### config.mk
export PLATFORM = sky130hd
export DESIGN_NAME = pdc_out
export DESIGN_NICKNAME = d
export VERILOG_FILES = /design/src/rtl/core/pdc_pkg.sv /design/src/rtl/core/pdc_out.sv
export SDC_FILE = /design/constraint.sdc
export NUM_CORES = 1
export LEC_CHECK = 0
export BUFFER_PORTS_ARGS = -buffer_cell sky130_fd_sc_hd__buf_2
export CAP_MARGIN = 20
export CORE_MARGIN = 2
export CORE_UTILIZATION = 60
export CTS_CLUSTER_SIZE = 8
export DETAILED_ROUTE_END_ITERATION = 16
export PLACE_DENSITY_LB_ADDON = 0.15
export SYNTH_ARGS = -nofsm -noshare
export SYNTH_HDL_FRONTEND = slang
export SYNTH_SLANG_ARGS = --single-unit
### constraint.sdc
create_clock -name aclk -period 17.4 [get_ports aclk]
set_clock_uncertainty 0.05 [all_clocks]
set_input_delay 1.74 -clock aclk [delete_from_list [all_inputs] [get_ports aclk]]
set_output_delay 1.74 -clock aclk [all_outputs]
set_load 0.03 [all_outputs]
### src/rtl/core/pdc_pkg.sv
package pdc_pkg;

    // Width of the saturating error accumulator
    localparam int SUM_WIDTH = 40;

    localparam int IN_W    = 16;
    localparam int GAIN_W  = 32;
    localparam int ERR_W   = IN_W + 1;
    localparam int DIFF_W  = ERR_W + 1;
    localparam int DUTY_W  = 17;
    localparam int KE_W    = GAIN_W + ERR_W;
    localparam int KD_W    = GAIN_W + DIFF_W;
    localparam int PROD_W  = GAIN_W + SUM_WIDTH;
    localparam int TERM_W  = 62;
    localparam int CMP_W   = (PROD_W > TERM_W) ? PROD_W : TERM_W;
    localparam int TOT_W   = TERM_W + 1;

    // Chunked rebuild of the integral product
    localparam int CHUNK_W = 16;
    localparam int NCHUNK  = (SUM_WIDTH + CHUNK_W - 1) / CHUNK_W;
    localparam int EXT_W   = NCHUNK * CHUNK_W;
    localparam int CNT_W   = (NCHUNK > 1) ? $clog2(NCHUNK) : 1;
    localparam int CPROD_W = GAIN_W + CHUNK_W + 1;

    // Division by 25600: drop 8 bits, then multiply by a reciprocal of 100
    localparam int SCALE_SHIFT = 8;
    localparam int QX_W        = 23;
    localparam int MULT_W      = 24;
    localparam int QP_W        = QX_W + MULT_W;
    localparam int DIV_SHIFT   = 30;
    localparam logic [MULT_W-1:0] DIV_MULT = 24'd10737419;

    localparam logic signed [SUM_WIDTH-1:0] SUM_MAX = {1'b0, {(SUM_WIDTH-1){1'b1}}};
    localparam logic signed [SUM_WIDTH-1:0] SUM_MIN = {1'b1, {(SUM_WIDTH-1){1'b0}}};

    localparam logic signed [CMP_W-1:0] TERM_LIMIT = CMP_W'(1) << 60;
    localparam logic signed [TOT_W-1:0] TOTAL_LOW  = TOT_W'(25600);
    localparam logic signed [TOT_W-1:0] TOTAL_FULL = TOT_W'(64'd1677721600);
    localparam logic [DUTY_W-1:0]       DUTY_FULL  = 17'd65536;

    localparam logic signed [ERR_W-1:0] BAND_HI = 17'sd256;
    localparam logic signed [ERR_W-1:0] BAND_LO = -17'sd256;

    // Configuration register indexes
    typedef logic [1:0] cfg_idx_t;
    localparam cfg_idx_t CFG_PROP  = 2'd0;
    localparam cfg_idx_t CFG_INTEG = 2'd1;
    localparam cfg_idx_t CFG_DERIV = 2'd2;

    typedef struct packed {
        logic signed [GAIN_W-1:0] prop;
        logic signed [GAIN_W-1:0] integ;
        logic signed [GAIN_W-1:0] deriv;
    } gains_t;

    localparam gains_t GAINS_RESET = '{
        prop:  32'sd786432,
        integ: 32'sd655,
        deriv: 32'sd6554
    };

    typedef struct packed {
        logic signed [ERR_W-1:0]  err;
        logic signed [DIFF_W-1:0] diff;
        logic                     band;
    } err_item_t;

    typedef struct packed {
        logic signed [ERR_W-1:0] err;
        logic signed [KE_W-1:0]  kp_e;
        logic signed [KD_W-1:0]  kd_d;
        logic signed [KE_W-1:0]  ki_e;
        logic                    band;
    } prod_item_t;

    typedef struct packed {
        logic signed [TOT_W-1:0] total;
        logic                    band;
    } tot_item_t;

    typedef enum logic {
        RC_IDLE,
        RC_RUN
    } rc_state_t;

endpackage

### src/rtl/core/pdc_out.sv
module pdc_out import pdc_pkg::*; (
    input  logic              aclk,
    input  logic              aresetn,
    input  logic              in_valid,
    output logic              in_ready,
    input  tot_item_t         in_item,
    output logic              m_valid,
    input  logic              m_ready,
    output logic [DUTY_W-1:0] m_duty,
    output logic              m_in_band
);

    logic              m_valid_reg;
    logic [DUTY_W-1:0] m_duty_reg;
    logic              m_in_band_reg;
    logic [DUTY_W-1:0] duty_next;
    logic [QX_W-1:0]   scaled;
    logic [QP_W-1:0]   quot_prod;

    assign in_ready = !m_valid_reg || m_ready;

    // Divide by 25600 and clamp to 0..full
    always_comb begin
        scaled    = in_item.total[SCALE_SHIFT +: QX_W];
        quot_prod = QP_W'(scaled) * QP_W'(DIV_MULT);
        if (in_item.total[TOT_W-1] || (in_item.total == '0)) begin
            duty_next = '0;
        end else if (in_item.total >= TOTAL_FULL) begin
            duty_next = DUTY_FULL;
        end else begin
            duty_next = quot_prod[DIV_SHIFT +: DUTY_W];
        end
    end

    always_ff @(posedge aclk) begin
        if (!aresetn) begin
            m_valid_reg <= 1'b0;
        end else if (in_ready) begin
            m_valid_reg <= in_valid;
        end
    end

    always_ff @(posedge aclk) begin
        if (in_valid && in_ready) begin
            m_duty_reg    <= duty_next;
            m_in_band_reg <= in_item.band;
        end
    end

    assign m_valid   = m_valid_reg;
    assign m_duty    = m_duty_reg;
    assign m_in_band = m_in_band_reg;

endmodule

==> results of run 1 <==
[cell usage in the layout (no fill, tap or decap), types with 10 or more instances in the layout]
master,count
sky130_fd_sc_hd__o21ai_0,10
sky130_fd_sc_hd__nand2_1,29
sky130_fd_sc_hd__a21oi_1,37
sky130_fd_sc_hd__ha_1,251
sky130_fd_sc_hd__nand3_1,10
sky130_fd_sc_hd__nand4_1,15
sky130_fd_sc_hd__edfxtp_1,18
sky130_fd_sc_hd__xnor2_1,15
sky130_fd_sc_hd__nor4_1,14
sky130_fd_sc_hd__buf_2,87
sky130_fd_sc_hd__inv_1,317
sky130_fd_sc_hd__a21o_1,18
sky130_fd_sc_hd__nor2_1,27
sky130_fd_sc_hd__fa_1,194
[per-layer routing]
metal  routed length (µm)  part of all wire, %
met5                    0                    0
met4                  700                  2.8
met3                 2100                  8.3
met2                11000                   43
met1                11600                   46
[kinds of logic (layout without fill, tap and decap cells)]
logic type	Yosys count	in the layout	share of synthesized area, %
AO/OA/AOI/OAI	114	114	7.14
XOR/XNOR	22	22	1.83
adder cells (fa/ha/maj)	445	445	66.9
buffers and inverters	326	408	12.3
flip-flops	19	19	5.34
AND/OR/NAND/NOR	130	130	6.54
[worst min-delay path by stage]
stage	start	to	slack (ns)
floorplan	m_valid$_SDFFE_PN0N_	m_valid$_SDFFE_PN0N_	0.83
global placement	m_valid$_SDFFE_PN0N_	m_valid$_SDFFE_PN0N_	0.46
detailed placement	m_valid$_SDFFE_PN0N_	m_valid$_SDFFE_PN0N_	0.47
global route	m_valid$_SDFFE_PN0N_	m_valid$_SDFFE_PN0N_	0.54
finish	m_valid$_SDFFE_PN0N_	m_valid$_SDFFE_PN0N_	0.48
CTS	m_valid$_SDFFE_PN0N_	m_valid$_SDFFE_PN0N_	0.48
[final cells by class]
| cell class | instances | area (µm²) | area share (%) |
|---|---|---|---|
| multi-input cells | 711 | 8650 | 77.2 |
| inverters | 317 | 1190 | 10.6 |
| flip-flops and latches | 19 | 561 | 5.00 |
| repair buffers | 87 | 435 | 3.89 |
| well taps | 225 | 282 | 2.51 |
| clock buffers | 3 | 75.1 | 0.670 |
| clock inverters | 1 | 7.51 | 0.0670 |
[critical path: stages]
cell and delay (ns):
sky130_fd_sc_hd__buf_2 0.21, sky130_fd_sc_hd__inv_1 0.15, sky130_fd_sc_hd__fa_1 0.65, sky130_fd_sc_hd__inv_1 0.09, sky130_fd_sc_hd__ha_1 0.28, sky130_fd_sc_hd__inv_1 0.04
sky130_fd_sc_hd__fa_1 0.47, sky130_fd_sc_hd__inv_1 0.06, sky130_fd_sc_hd__fa_1 0.51, sky130_fd_sc_hd__fa_1 0.52, sky130_fd_sc_hd__fa_1 0.58, sky130_fd_sc_hd__inv_1 0.06
sky130_fd_sc_hd__fa_1 0.53, sky130_fd_sc_hd__inv_1 0.04, sky130_fd_sc_hd__ha_1 0.37, sky130_fd_sc_hd__nand4_2 0.18, sky130_fd_sc_hd__nor2_1 0.09, sky130_fd_sc_hd__a311oi_1 0.25
sky130_fd_sc_hd__a21boi_1 0.11, sky130_fd_sc_hd__o31ai_2 0.44, sky130_fd_sc_hd__nor4_1 0.09, sky130_fd_sc_hd__or2_1 0.27, sky130_fd_sc_hd__xnor2_1 0.13, sky130_fd_sc_hd__a31oi_1 0.10
[through the flow]
step | hold WS [ns] | setup slack, ns | area (µm²)
floorplan | 0.835 | 9.86 | 10500
global placement | 0.465 | 9.14 | 11100
detailed placement | 0.474 | 9.11 | 11100
CTS | 0.483 | 9.33 | 11200
global route | 0.540 | 8.96 | 11200
finish | 0.479 | 9.33 | 11200
==> reports/qor_table.md, run 1 <==
| Step | Result | Reported |
|---|---|---|
| global route | Highest-utilization routing layer at the global route stage | met2 |
| worst setup path | Internal reg-to-reg setup slack | 15.92 ns |
| routing | Detail-routed net length per standard cell | 18.6 µm |
| global route | Pin count of the biggest net entering global routing | 19 |
| finish | Fraction of final layout cells with drive strength greater than 1 | 9.23% |
| synthesis | Instance count of the mapped netlist | 1,056 |
| worst setup path | Crit path to | m_duty[16]$_SDFFCE_PP0P_ |
| routing | Number of DRC markers after the initial detailed-route iteration | 398 |
| global route | Grt met2 use | 44.2% |
| worst setup path | Kind of critical path | input port to flop |
| worst setup path | Arrival time reported for the critical path endpoint | 8.00 ns |
| clock tree | Number of buffers on the longest clock path | 2 |
| clock tree | Number of post-CTS setup repair buffers | 0 |
| synthesis | Count of yosys warnings during synthesis | 0 |
| routing | Length of the first detailed-routing pass in iterations | 4 |
| finish | Core occupancy in the finished layout | 65.2% |
| die | Starting utilization of the core area | 61.1% |
| sta | Final hold vios | 0 |
| synthesis | Synthesized area | 0.0105 mm² |
| routing | Number of remaining DRC errors | 0 |
| sta | Transition at the pin with the smallest max-transition slack | 0.788 ns |
| finish | Flip-flop count of the largest register after layout | 17 |
| global route | Wire length of the first global-routing pass | 41.0 mm |
| finish | Non-Filler Instances | 1,363 |
| worst hold path | Class of the tightest hold or removal check | flop to flop |
| status | Run status | completed |
| synthesis | Post-synthesis async set-or-reset flop share | 0% |
| global route | Leftover overflow at the end of global routing | 0 |
| clock tree | Worst skew pair latency | 0.25 ns |
| synthesis | Number of enable-type register cells in the synthesized netlist | 18 |
| worst setup path | Launching element type of the critical path | input port |
| synthesis | Dominant synthesized flop cell | sky130_fd_sc_hd__edfxtp_1 |
| synthesis | Cell type with the largest total area after synthesis | sky130_fd_sc_hd__fa_1 |
| routing | Post-DRT Antenna Nets | 0 |
| worst setup path | Depth of the worst register-to-register path | 2 |
| finish | Filler cells | 1,450 |
| sta | Final setup vio count | 0 |
| worst setup path | Launch point of the worst path | in_item[23] |
| synthesis | Commonest cells post-synth | 317 x sky130_fd_sc_hd__inv_1, 251 x sky130_fd_sc_hd__ha_1, 194 x sky130_fd_sc_hd__fa_1, 37 x sky130_fd_sc_hd__a21oi_1, 29 x sky130_fd_sc_hd__nand2_1 |
| sta | Post-route fraction of the period consumed by the critical path | 46.4% |
| placement | Cell Count Post-Placement | 1,359 |
| finish | Area added between synthesis and finish | 6.67% |
| synthesis | Most area-consuming cells after synthesis | sky130_fd_sc_hd__fa_1 37%, sky130_fd_sc_hd__ha_1 30%, sky130_fd_sc_hd__inv_1 11% |
| sta | Fmax | 124 MHz |
| clock tree | Number of clock sinks | 19 |
| sta | Worst slew margin | 47.5% |
| synthesis | Synth unique cells | 58 |
| clock tree | Htree depth | 1 |
| placement | Count of port buffers added during placement | 87 |
| worst setup path | Critical path required time | 17.33 ns |
| die | Total die area | 0.0186 mm² |
| sta | Final Max Tran Viols | 0 |
| routing | Detailed-route wire length | 25.4 mm |
| synthesis | Mapped Nets | 1,569 |
| synthesis | Syn Area/Cell | 9.95 µm² |
| global route | Met1 layer usage reported by global route | 43.4% |
| placement | Dpl hpwl | 23.3 mm |
| die | Die height | 136 µm |
| clock tree | CTS Buf Count | 3 |
| die | Std-Cell Core Area | 0.0172 mm² |
| die | Number of rows in the core area | 48 |
| global route | Via count of the first global-routing pass | 7,671 |
| worst setup path | Maximum fanout encountered on the critical timing path | 6 |
| clock tree | Reg clk slew, reported paths | 0.06 ns |
| global route | Number of antenna violations at the first check in global routing | 0 |
| clock tree | CTS tree | yes |
| die | Count of boundary I/O pins | 88 |
| synthesis | Share of synthesized area occupied by flip-flops and latches | 5.34% |
| die | Horiz. Die Dim | 136 µm |
| flow run | Number of maximum-capacitance violations | 0 |
| clock tree | Clock Tree Root | sky130_fd_sc_hd__clkbuf_16 |
| routing | Number of vias per cell | 5.40 |
| global route | Global routing met3 resource utilization | 7.42% |
| worst setup path | Worst reg2reg startpoint | m_valid$_SDFFE_PN0N_ |
| clock tree | Post-CTS resize count | 0 |
| routing | Vias post-DR | 7,354 |
| finish | Final layout net count | 1,652 |
| worst setup path | Kind of end point of the critical path | flop |
| global route | Global-route usage over all layers | 29.6% |
| clock tree | Cts-stage hold buffer count | 0 |
| synthesis | Flops & latches, synth | 19 |
| finish | Count of antenna diodes in the layout | 0 |
| worst hold path | Hold depth | 2 |
| placement | Routability congestion estimate from global placement | 0.969 |
| sta | Post-Route Setup TNS | 0 ns |
| sta | Shortest period the worst path allows | 8.07 ns |
| synthesis | Portion of synthesized cell area occupied by the leading cell type | 37.0% |
| worst setup path | Worst reg2reg path endpoint | m_duty[15]$_SDFFCE_PP0P_ |
| synthesis | Most frequent cell after synthesis | sky130_fd_sc_hd__inv_1 |
| sta | RSZ-0062 raised after global routing | false |
Power of run 1 is not shown: default switching activity piles up to over one toggle a cycle in this logic, so the estimate is an artifact.
==> run 2: changes to the inputs <==
ABC_AREA = 1   (was default)
CORE_UTILIZATION = 58   (was 60)
clock period = 6.9 ns   (was 17.4 ns; I/O delays follow)
==> run 2 against run 1 <==
Net effect: utilization is 1.6 points lower; register-to-register slack worse by 11 ns; critical path depth is 2 higher; non-clock buffer count is 1 higher; synthesized cell count is 37% higher; hold slack worse by 0.013 ns; critical endpoint is now m_duty[10]$_SDFFCE_PP0P_.
==> reports/qor_table.md, run 2 <==
| Step | Result | Reported | vs previous |
|---|---|---|---|
| synthesis | Most area-consuming cells after synthesis | sky130_fd_sc_hd__fa_1 33%, sky130_fd_sc_hd__ha_1 27%, sky130_fd_sc_hd__inv_1 14% |  |
| global route | Met1 layer usage reported by global route | 42.1% | -1.4 points |
| synthesis | Instance count of the mapped netlist | 1,446 | +37% |
| clock tree | CTS Buf Count | 3 | unchanged |
| worst setup path | Launch point of the worst path | in_item[23] |  |
| finish | Final layout net count | 2,051 | +24% |
| routing | Vias post-DR | 9,091 | +24% |
| die | Starting utilization of the core area | 59.3% | -1.8 points |
| die | Die height | 146 µm | +6.8% |
| die | Horiz. Die Dim | 146 µm | +6.8% |
| global route | Pin count of the biggest net entering global routing | 19 | unchanged |
| global route | Grt met2 use | 50.0% | +5.9 points |
| placement | Count of port buffers added during placement | 87 | unchanged |
| worst setup path | Longest individual stage delay on the worst path | 0.60 ns | -0.05 ns |
| finish | Count of antenna diodes in the layout | 0 | unchanged |
| routing | Length of the first detailed-routing pass in iterations | 5 | +1 |
| routing | Number of DRC markers after the initial detailed-route iteration | 466 | +17% |
| worst hold path | Hold depth | 2 | unchanged |
| worst hold path | Class of the tightest hold or removal check | flop to flop |  |
| synthesis | Number of enable-type register cells in the synthesized netlist | 18 | unchanged |
| routing | Detailed-route wire length | 30.1 mm | +18% |
| finish | Fraction of final layout cells with drive strength greater than 1 | 6.44% | -2.8 points |
| worst setup path | Critical path required time | 6.86 ns | -10.47 ns |
| worst setup path | Depth of the worst register-to-register path | 1 | -1 |
| global route | Number of antenna violations at the first check in global routing | 0 | unchanged |
| synthesis | Count of yosys warnings during synthesis | 0 | unchanged |
| worst hold path | Launch instance of the worst min-delay path | m_valid$_SDFFE_PN0N_ |  |
| sta | Transition at the pin with the smallest max-transition slack | 1.04 ns | +0.252 ns |
| worst setup path | Kind of critical path | input port to flop |  |
| global route | Global-route usage over all layers | 30.9% | +1.3 points |
| finish | Filler cells | 1,817 | +25% |
| sta | Post-Route Setup TNS | 0 ns | unchanged |
| sta | Shortest period the worst path allows | 6.31 ns |  |
| sta | Fmax | 158 MHz |  |
| worst setup path | Launching element type of the critical path | input port |  |
| worst setup path | Worst reg2reg startpoint | m_valid$_SDFFE_PN0N_ |  |
| synthesis | Portion of synthesized cell area occupied by the leading cell type | 33.4% | -3.5 points |
| finish | Area added between synthesis and finish | 7.28% |  |
| synthesis | Dominant synthesized flop cell | sky130_fd_sc_hd__edfxtp_1 |  |
| clock tree | Clock Tree Root | sky130_fd_sc_hd__clkbuf_16 |  |
| clock tree | Cts-stage hold buffer count | 0 | unchanged |
| clock tree | Worst skew pair latency | 0.25 ns | about the same |
| global route | Wire length of the first global-routing pass | 51.2 mm | +25% |
| worst setup path | Buffers and inverters on the worst path | 9 | +2 |
| synthesis | Share of synthesized area occupied by flip-flops and latches | 4.83% | -0.51 points |
| synthesis | Commonest cells post-synth | 431 x sky130_fd_sc_hd__inv_1, 260 x sky130_fd_sc_hd__nand2_1, 251 x sky130_fd_sc_hd__ha_1, 194 x sky130_fd_sc_hd__fa_1, 122 x sky130_fd_sc_hd__nor2_1 |  |
| clock tree | Htree depth | 1 | unchanged |
| placement | Routability congestion estimate from global placement | 0.988 | +2.0% |
| synthesis | Flops & latches, synth | 19 | unchanged |
| die | Std-Cell Core Area | 0.0196 mm² | +14% |
| die | Number of rows in the core area | 51 | +6.3% |
| synthesis | Syn Area/Cell | 8.03 µm² | -19% |
| global route | Highest-utilization routing layer at the global route stage | met2 |  |
| worst setup path | Maximum fanout encountered on the critical timing path | 6 | unchanged |
| worst setup path | Crit-path slowest cell | sky130_fd_sc_hd__fa_1 |  |
| clock tree | Number of buffers on the longest clock path | 2 | unchanged |
| sta | Final Max Tran Viols | 0 | unchanged |
| status | Run status | completed |  |
| finish | Most frequent standard cell in the layout excluding fill and tap cells | sky130_fd_sc_hd__inv_1 |  |
| synthesis | Cell type with the largest total area after synthesis | sky130_fd_sc_hd__fa_1 |  |
| synthesis | Mapped Nets | 1,959 | +25% |
| synthesis | Synth unique cells | 31 | -47% |
| global route | Global routing met3 resource utilization | 5.80% | -1.6 points |
| worst setup path | Total stage count of the critical path | 26 | +8.3% |
| clock tree | Number of clock sinks | 19 | unchanged |
| clock tree | Post-CTS resize count | 0 | unchanged |
| worst setup path | Kind of end point of the critical path | flop |  |
| sta | Worst slew margin | 30.7% | -17 points |
| sta | RSZ-0062 raised after global routing | false |  |
| synthesis | Synthesized area | 0.0116 mm² | +11% |
| finish | Core occupancy in the finished layout | 63.6% | -1.6 points |
| worst setup path | Kind of cell with the highest combined delay on the critical path | adder cells |  |
| global route | Via count of the first global-routing pass | 9,990 | +30% |
| finish | Flip-flop count of the largest register after layout | 17 | unchanged |
| sta | Post-route fraction of the period consumed by the critical path | 91.5% |  |
| clock tree | Reg clk slew, reported paths | 0.06 ns | about the same |
| clock tree | Number of post-CTS setup repair buffers | 0 | unchanged |
| sta | Final hold vios | 0 | unchanged |
| routing | Number of remaining DRC errors | 0 | unchanged |
| routing | Detail-routed net length per standard cell | 16.7 µm | -10% |
| sta | Final setup vio count | 0 | unchanged |
| global route | Leftover overflow at the end of global routing | 0 | unchanged |
| worst setup path | Arrival time reported for the critical path endpoint | 6.28 ns | -1.72 ns |
| finish | Highest-count cells in the layout ignoring fill and taps | 431 x sky130_fd_sc_hd__inv_1, 260 x sky130_fd_sc_hd__nand2_1, 251 x sky130_fd_sc_hd__ha_1 |  |
| flow run | Number of maximum-capacitance violations | 0 | unchanged |
| synthesis | Most frequent cell after synthesis | sky130_fd_sc_hd__inv_1 |  |
| routing | Number of vias per cell | 5.04 | -6.5% |
| placement | Dpl hpwl | 28.0 mm | +20% |
| die | Count of boundary I/O pins | 88 | unchanged |
| die | Total die area | 0.0212 mm² | +14% |
| clock tree | CTS tree | yes |  |
| synthesis | Post-synthesis async set-or-reset flop share | 0% | unchanged |
| routing | Post-DRT Antenna Nets | 0 | unchanged |
| worst setup path | Cell repeated most along the worst path | sky130_fd_sc_hd__inv_1 |  |
## run 2: cell types whose count changed in the layout (fill, tap and decap cells not counted), sizes merged, moves of 8 or more
cell	change
a21oi	+8
inv	+114
a21o	-17
nor3	+8
nand3	+18
o21bai	+11
xnor2	-13
nand2	+231
nor2	+99
nor4	-12
a31oi	-8
## run 2: routing by layer
metal / vias to the layer above / part of all wire, %
met5: - / 0
met4: 0 / 4.4
met3: 54 / 6.1
met2: 246 / 45
met1: 4267 / 44
li1: 4524 / -
## run 2: logic make-up (layout without fill, tap and decap cells)
family	count (synthesis)	count (layout)	synth area share [%]
adders and majority gates	445	445	60.5
buffers and inverters	432	523	14.0
DFF	19	19	4.83
and+or+nand+nor	457	457	16.0
xor gates and xnor gates	6	6	0.452
AOI/OAI and AO/OA	87	87	4.18
## run 2: worst paths after layout
kind	to	slack, ns
worst max register to register	m_duty[15]$_SDFFCE_PP0P_	5.36
worst min register to register	m_valid$_SDFFE_PN0N_	0.47
worst max-delay path	m_duty[10]$_SDFFCE_PP0P_	0.59
worst min-delay path	m_valid$_SDFFE_PN0N_	0.47
## run 2: cell type report
class,instances,area (µm²),share of cell area [%]
clock buffers,4,78.8,0.633
inverters,431,1620,13.0
multi-input cells,995,9430,75.7
flip-flops and latches,19,561,4.50
well taps,265,332,2.66
repair buffers,88,443,3.55
## run 2: per-stage QoR
stage	cell area, µm²	worst slack, ns	hold slack [ns]	instances
finish	12500	0.587	0.467	1802
floorplan	11600	1.00	0.739	1446
detailed placement	12400	0.375	0.464	1798
global route	12500	0.212	0.510	1802
global placement	12400	0.411	0.456	1798
CTS	12500	0.601	0.474	1802
Power of run 2 is left out for the same reason.
==> run 3: changes to the inputs <==
CELL_PAD_IN_SITES_DETAIL_PLACEMENT = 0   (was default)
CELL_PAD_IN_SITES_GLOBAL_PLACEMENT = 1   (was default)
CORE_UTILIZATION = 43   (was 58)
==> run 3 against run 2 <==
Net effect: via count is 1.6% lower; routed wire length is 9.3% higher; largest cell class unchanged; critical path depth is 3 lower; clock-buffer cell count stayed put; die area is 34% higher; final cell count is 4.2% higher; setup slack worse by 0.029 ns; sequential share of layout area hardly changed.
==> reports/qor_table.md, run 3 (synthesized netlist as in run 2, its figures left out) <==
| Step | Result | Reported | vs previous |
|---|---|---|---|
| finish | Filler cells | 2,731 | +50% |
| finish | Area added between synthesis and finish | 8.17% |  |
| routing | Number of DRC markers after the initial detailed-route iteration | 373 | -20% |
| placement | Worst slack at placement | 0.299 ns | -0.0753 ns |
| global route | Wire length of the first global-routing pass | 54.0 mm | +5.5% |
| finish | Most frequent standard cell in the layout excluding fill and tap cells | sky130_fd_sc_hd__inv_1 |  |
| sta | Final setup vio count | 0 | unchanged |
| sta | Post-Route Setup TNS | 0 ns | unchanged |
| sta | Final Max Tran Viols | 0 | unchanged |
| worst setup path | Crit-path slowest cell | sky130_fd_sc_hd__fa_1 |  |
| clock tree | Cts-stage hold buffer count | 0 | unchanged |
| routing | Detailed-route wire length | 32.9 mm | +9.3% |
| routing | Number of vias per cell | 4.76 | -5.6% |
| die | Die height | 168 µm | +16% |
| worst setup path | Depth of the worst register-to-register path | 2 | +1 |
| worst hold path | Hold depth | 2 | unchanged |
| worst setup path | Kind of critical path | input port to flop |  |
| worst setup path | Kind of end point of the critical path | flop |  |
| placement | Dpl hpwl | 30.6 mm | +9.3% |
| worst setup path | Kind of cell with the highest combined delay on the critical path | adder cells |  |
| die | Starting utilization of the core area | 43.5% | -16 points |
| sta | Shortest period the worst path allows | 6.34 ns | +0.0291 ns |
| finish | Fraction of final layout cells with drive strength greater than 1 | 6.44% | unchanged |
| finish | Non-Filler Instances | 1,878 | +4.2% |
| routing | Post-DRT Antenna Nets | 0 | unchanged |
| worst setup path | Buffers and inverters on the worst path | 7 | -2 |
| worst setup path | Longest individual stage delay on the worst path | 0.61 ns | about the same |
| die | Horiz. Die Dim | 168 µm | +16% |
| placement | Cell Count Post-Placement | 1,873 | +4.2% |
| finish | Final layout net count | 2,051 | unchanged |
| sta | Post-route fraction of the period consumed by the critical path | 91.9% | +0.42 points |
| clock tree | Number of post-CTS setup repair buffers | 0 | unchanged |
| die | Total die area | 0.0283 mm² | +34% |
| clock tree | CTS Buf Count | 3 | unchanged |
| worst setup path | Worst path cell trace | buf_2, inv_1, fa_1, inv_1, ha_1, inv_1, fa_1, inv_1, fa_1, fa_1, fa_1, inv_1, fa_1, inv_1, ha_1, a21oi_1, o21ai_0, a21oi_1, nand2_1, nand2_1, nand3_1, nor2_1, nor2_1 |  |
| sta | Fmax | 158 MHz | -0.46% |
| placement | Count of port buffers added during placement | 87 | unchanged |
| finish | Highest-count cells in the layout ignoring fill and taps | 431 x sky130_fd_sc_hd__inv_1, 260 x sky130_fd_sc_hd__nand2_1, 251 x sky130_fd_sc_hd__ha_1 |  |
| clock tree | CTS tree | yes |  |
| die | Count of boundary I/O pins | 88 | unchanged |
| worst setup path | Critical path required time | 6.86 ns | about the same |
| global route | Leftover overflow at the end of global routing | 0 | unchanged |
| worst setup path | Maximum fanout encountered on the critical timing path | 6 | unchanged |
| global route | Number of antenna violations at the first check in global routing | 0 | unchanged |
| sta | Worst slew margin | 57.8% | +27 points |
| clock tree | Htree depth | 1 | unchanged |
| finish | Flip-flop count of the largest register after layout | 17 | unchanged |
| global route | Pin count of the biggest net entering global routing | 19 | unchanged |
| worst setup path | Worst reg2reg path endpoint | m_duty[15]$_SDFFCE_PP0P_ |  |
| worst hold path | End point of the most critical hold path | m_valid$_SDFFE_PN0N_ |  |
| placement | Routability congestion estimate from global placement | 0.898 | -9.1% |
| finish | Count of antenna diodes in the layout | 0 | unchanged |
| routing | Vias post-DR | 8,948 | -1.6% |
| global route | Via count of the first global-routing pass | 9,848 | -1.4% |
| worst hold path | Class of the tightest hold or removal check | flop to flop |  |
| sta | Final hold vios | 0 | unchanged |
| finish | Core occupancy in the finished layout | 47.0% | -17 points |
| routing | Length of the first detailed-routing pass in iterations | 5 | unchanged |
| global route | Global-route usage over all layers | 25.1% | -5.8 points |
| worst hold path | Launch instance of the worst min-delay path | m_valid$_SDFFE_PN0N_ |  |
| routing | Number of remaining DRC errors | 0 | unchanged |
| worst setup path | Arrival time reported for the critical path endpoint | 6.30 ns | +0.02 ns |
| clock tree | Reg clk slew, reported paths | 0.05 ns | about the same |
| die | Std-Cell Core Area | 0.0267 mm² | +36% |
| routing | Detail-routed net length per standard cell | 17.5 µm | +4.9% |
| worst setup path | Worst reg2reg startpoint | m_valid$_SDFFE_PN0N_ |  |
| status | Run status | completed |  |
| worst setup path | Launching element type of the critical path | input port |  |
| sta | RSZ-0062 raised after global routing | false |  |
| flow run | Number of maximum-capacitance violations | 0 | unchanged |
| sta | PnR worst setup slack | 0.558 ns | -0.0291 ns |
| clock tree | Number of buffers on the longest clock path | 2 | unchanged |
| clock tree | Clock Tree Root | sky130_fd_sc_hd__clkbuf_16 |  |
| die | Number of rows in the core area | 60 | +18% |
| sta | Transition at the pin with the smallest max-transition slack | 0.626 ns | -0.414 ns |
| clock tree | Worst skew pair latency | 0.25 ns | about the same |
| worst setup path | Internal reg-to-reg setup slack | 5.59 ns | +0.23 ns |
| clock tree | Post-CTS resize count | 0 | unchanged |
| clock tree | Number of clock sinks | 19 | unchanged |
run 3: layer usage:
layer	vias up	track usage [%]	share of wire [%]	wire length [µm]
met5	-	0	0	0
met4	0	6.56	3.2	1040
met3	43	2.16	4.0	1310
met2	167	40.9	45	14800
met1	4220	35.9	48	15700
li1	4518	-	-	-
run 3: worst max path at each step:
stage | slack, ns | cells past startpoint | end | from
floorplan | 1.0 | 23 | m_duty[15]$_SDFFCE_PP0P_ | in_item[14]
global route | 0.22 | 23 | m_duty[11]$_SDFFCE_PP0P_ | in_item[23]
CTS | 0.54 | 23 | m_duty[15]$_SDFFCE_PP0P_ | in_item[23]
detailed placement | 0.30 | 23 | m_duty[9]$_SDFFCE_PP0P_ | in_item[23]
global placement | 0.25 | 23 | m_duty[9]$_SDFFCE_PP0P_ | in_item[23]
finish | 0.56 | 23 | m_duty[15]$_SDFFCE_PP0P_ | in_item[23]
run 3: final cells by class:
| class | instances | area (µm²) | share of cell area (%) |
|---|---|---|---|
| clock buffers | 4 | 78.8 | 0.627 |
| repair buffers | 88 | 450 | 3.58 |
| multi-input cells | 995 | 9430 | 75.1 |
| well taps | 341 | 427 | 3.40 |
| flip-flops and latches | 19 | 561 | 4.46 |
| inverters | 431 | 1620 | 12.9 |
run 3: worst register-to-register path, delay by kind of cell, from the launching register on:
| kind | cells | cell delay (ns) |
|---|---|---|
| buffers and inverters | 1 | 0.22 |
| flip-flops | 1 | 0.33 |
| AO/OA/AOI/OAI | 1 | 0.43 |
run 3: stage by stage:
step,hold WS [ns],instance area (µm²)
floorplan,0.739,11600
global placement,0.458,12500
detailed placement,0.467,12500
CTS,0.476,12500
global route,0.512,12600
finish,0.473,12600
Power of run 3 is left out for the same reason.
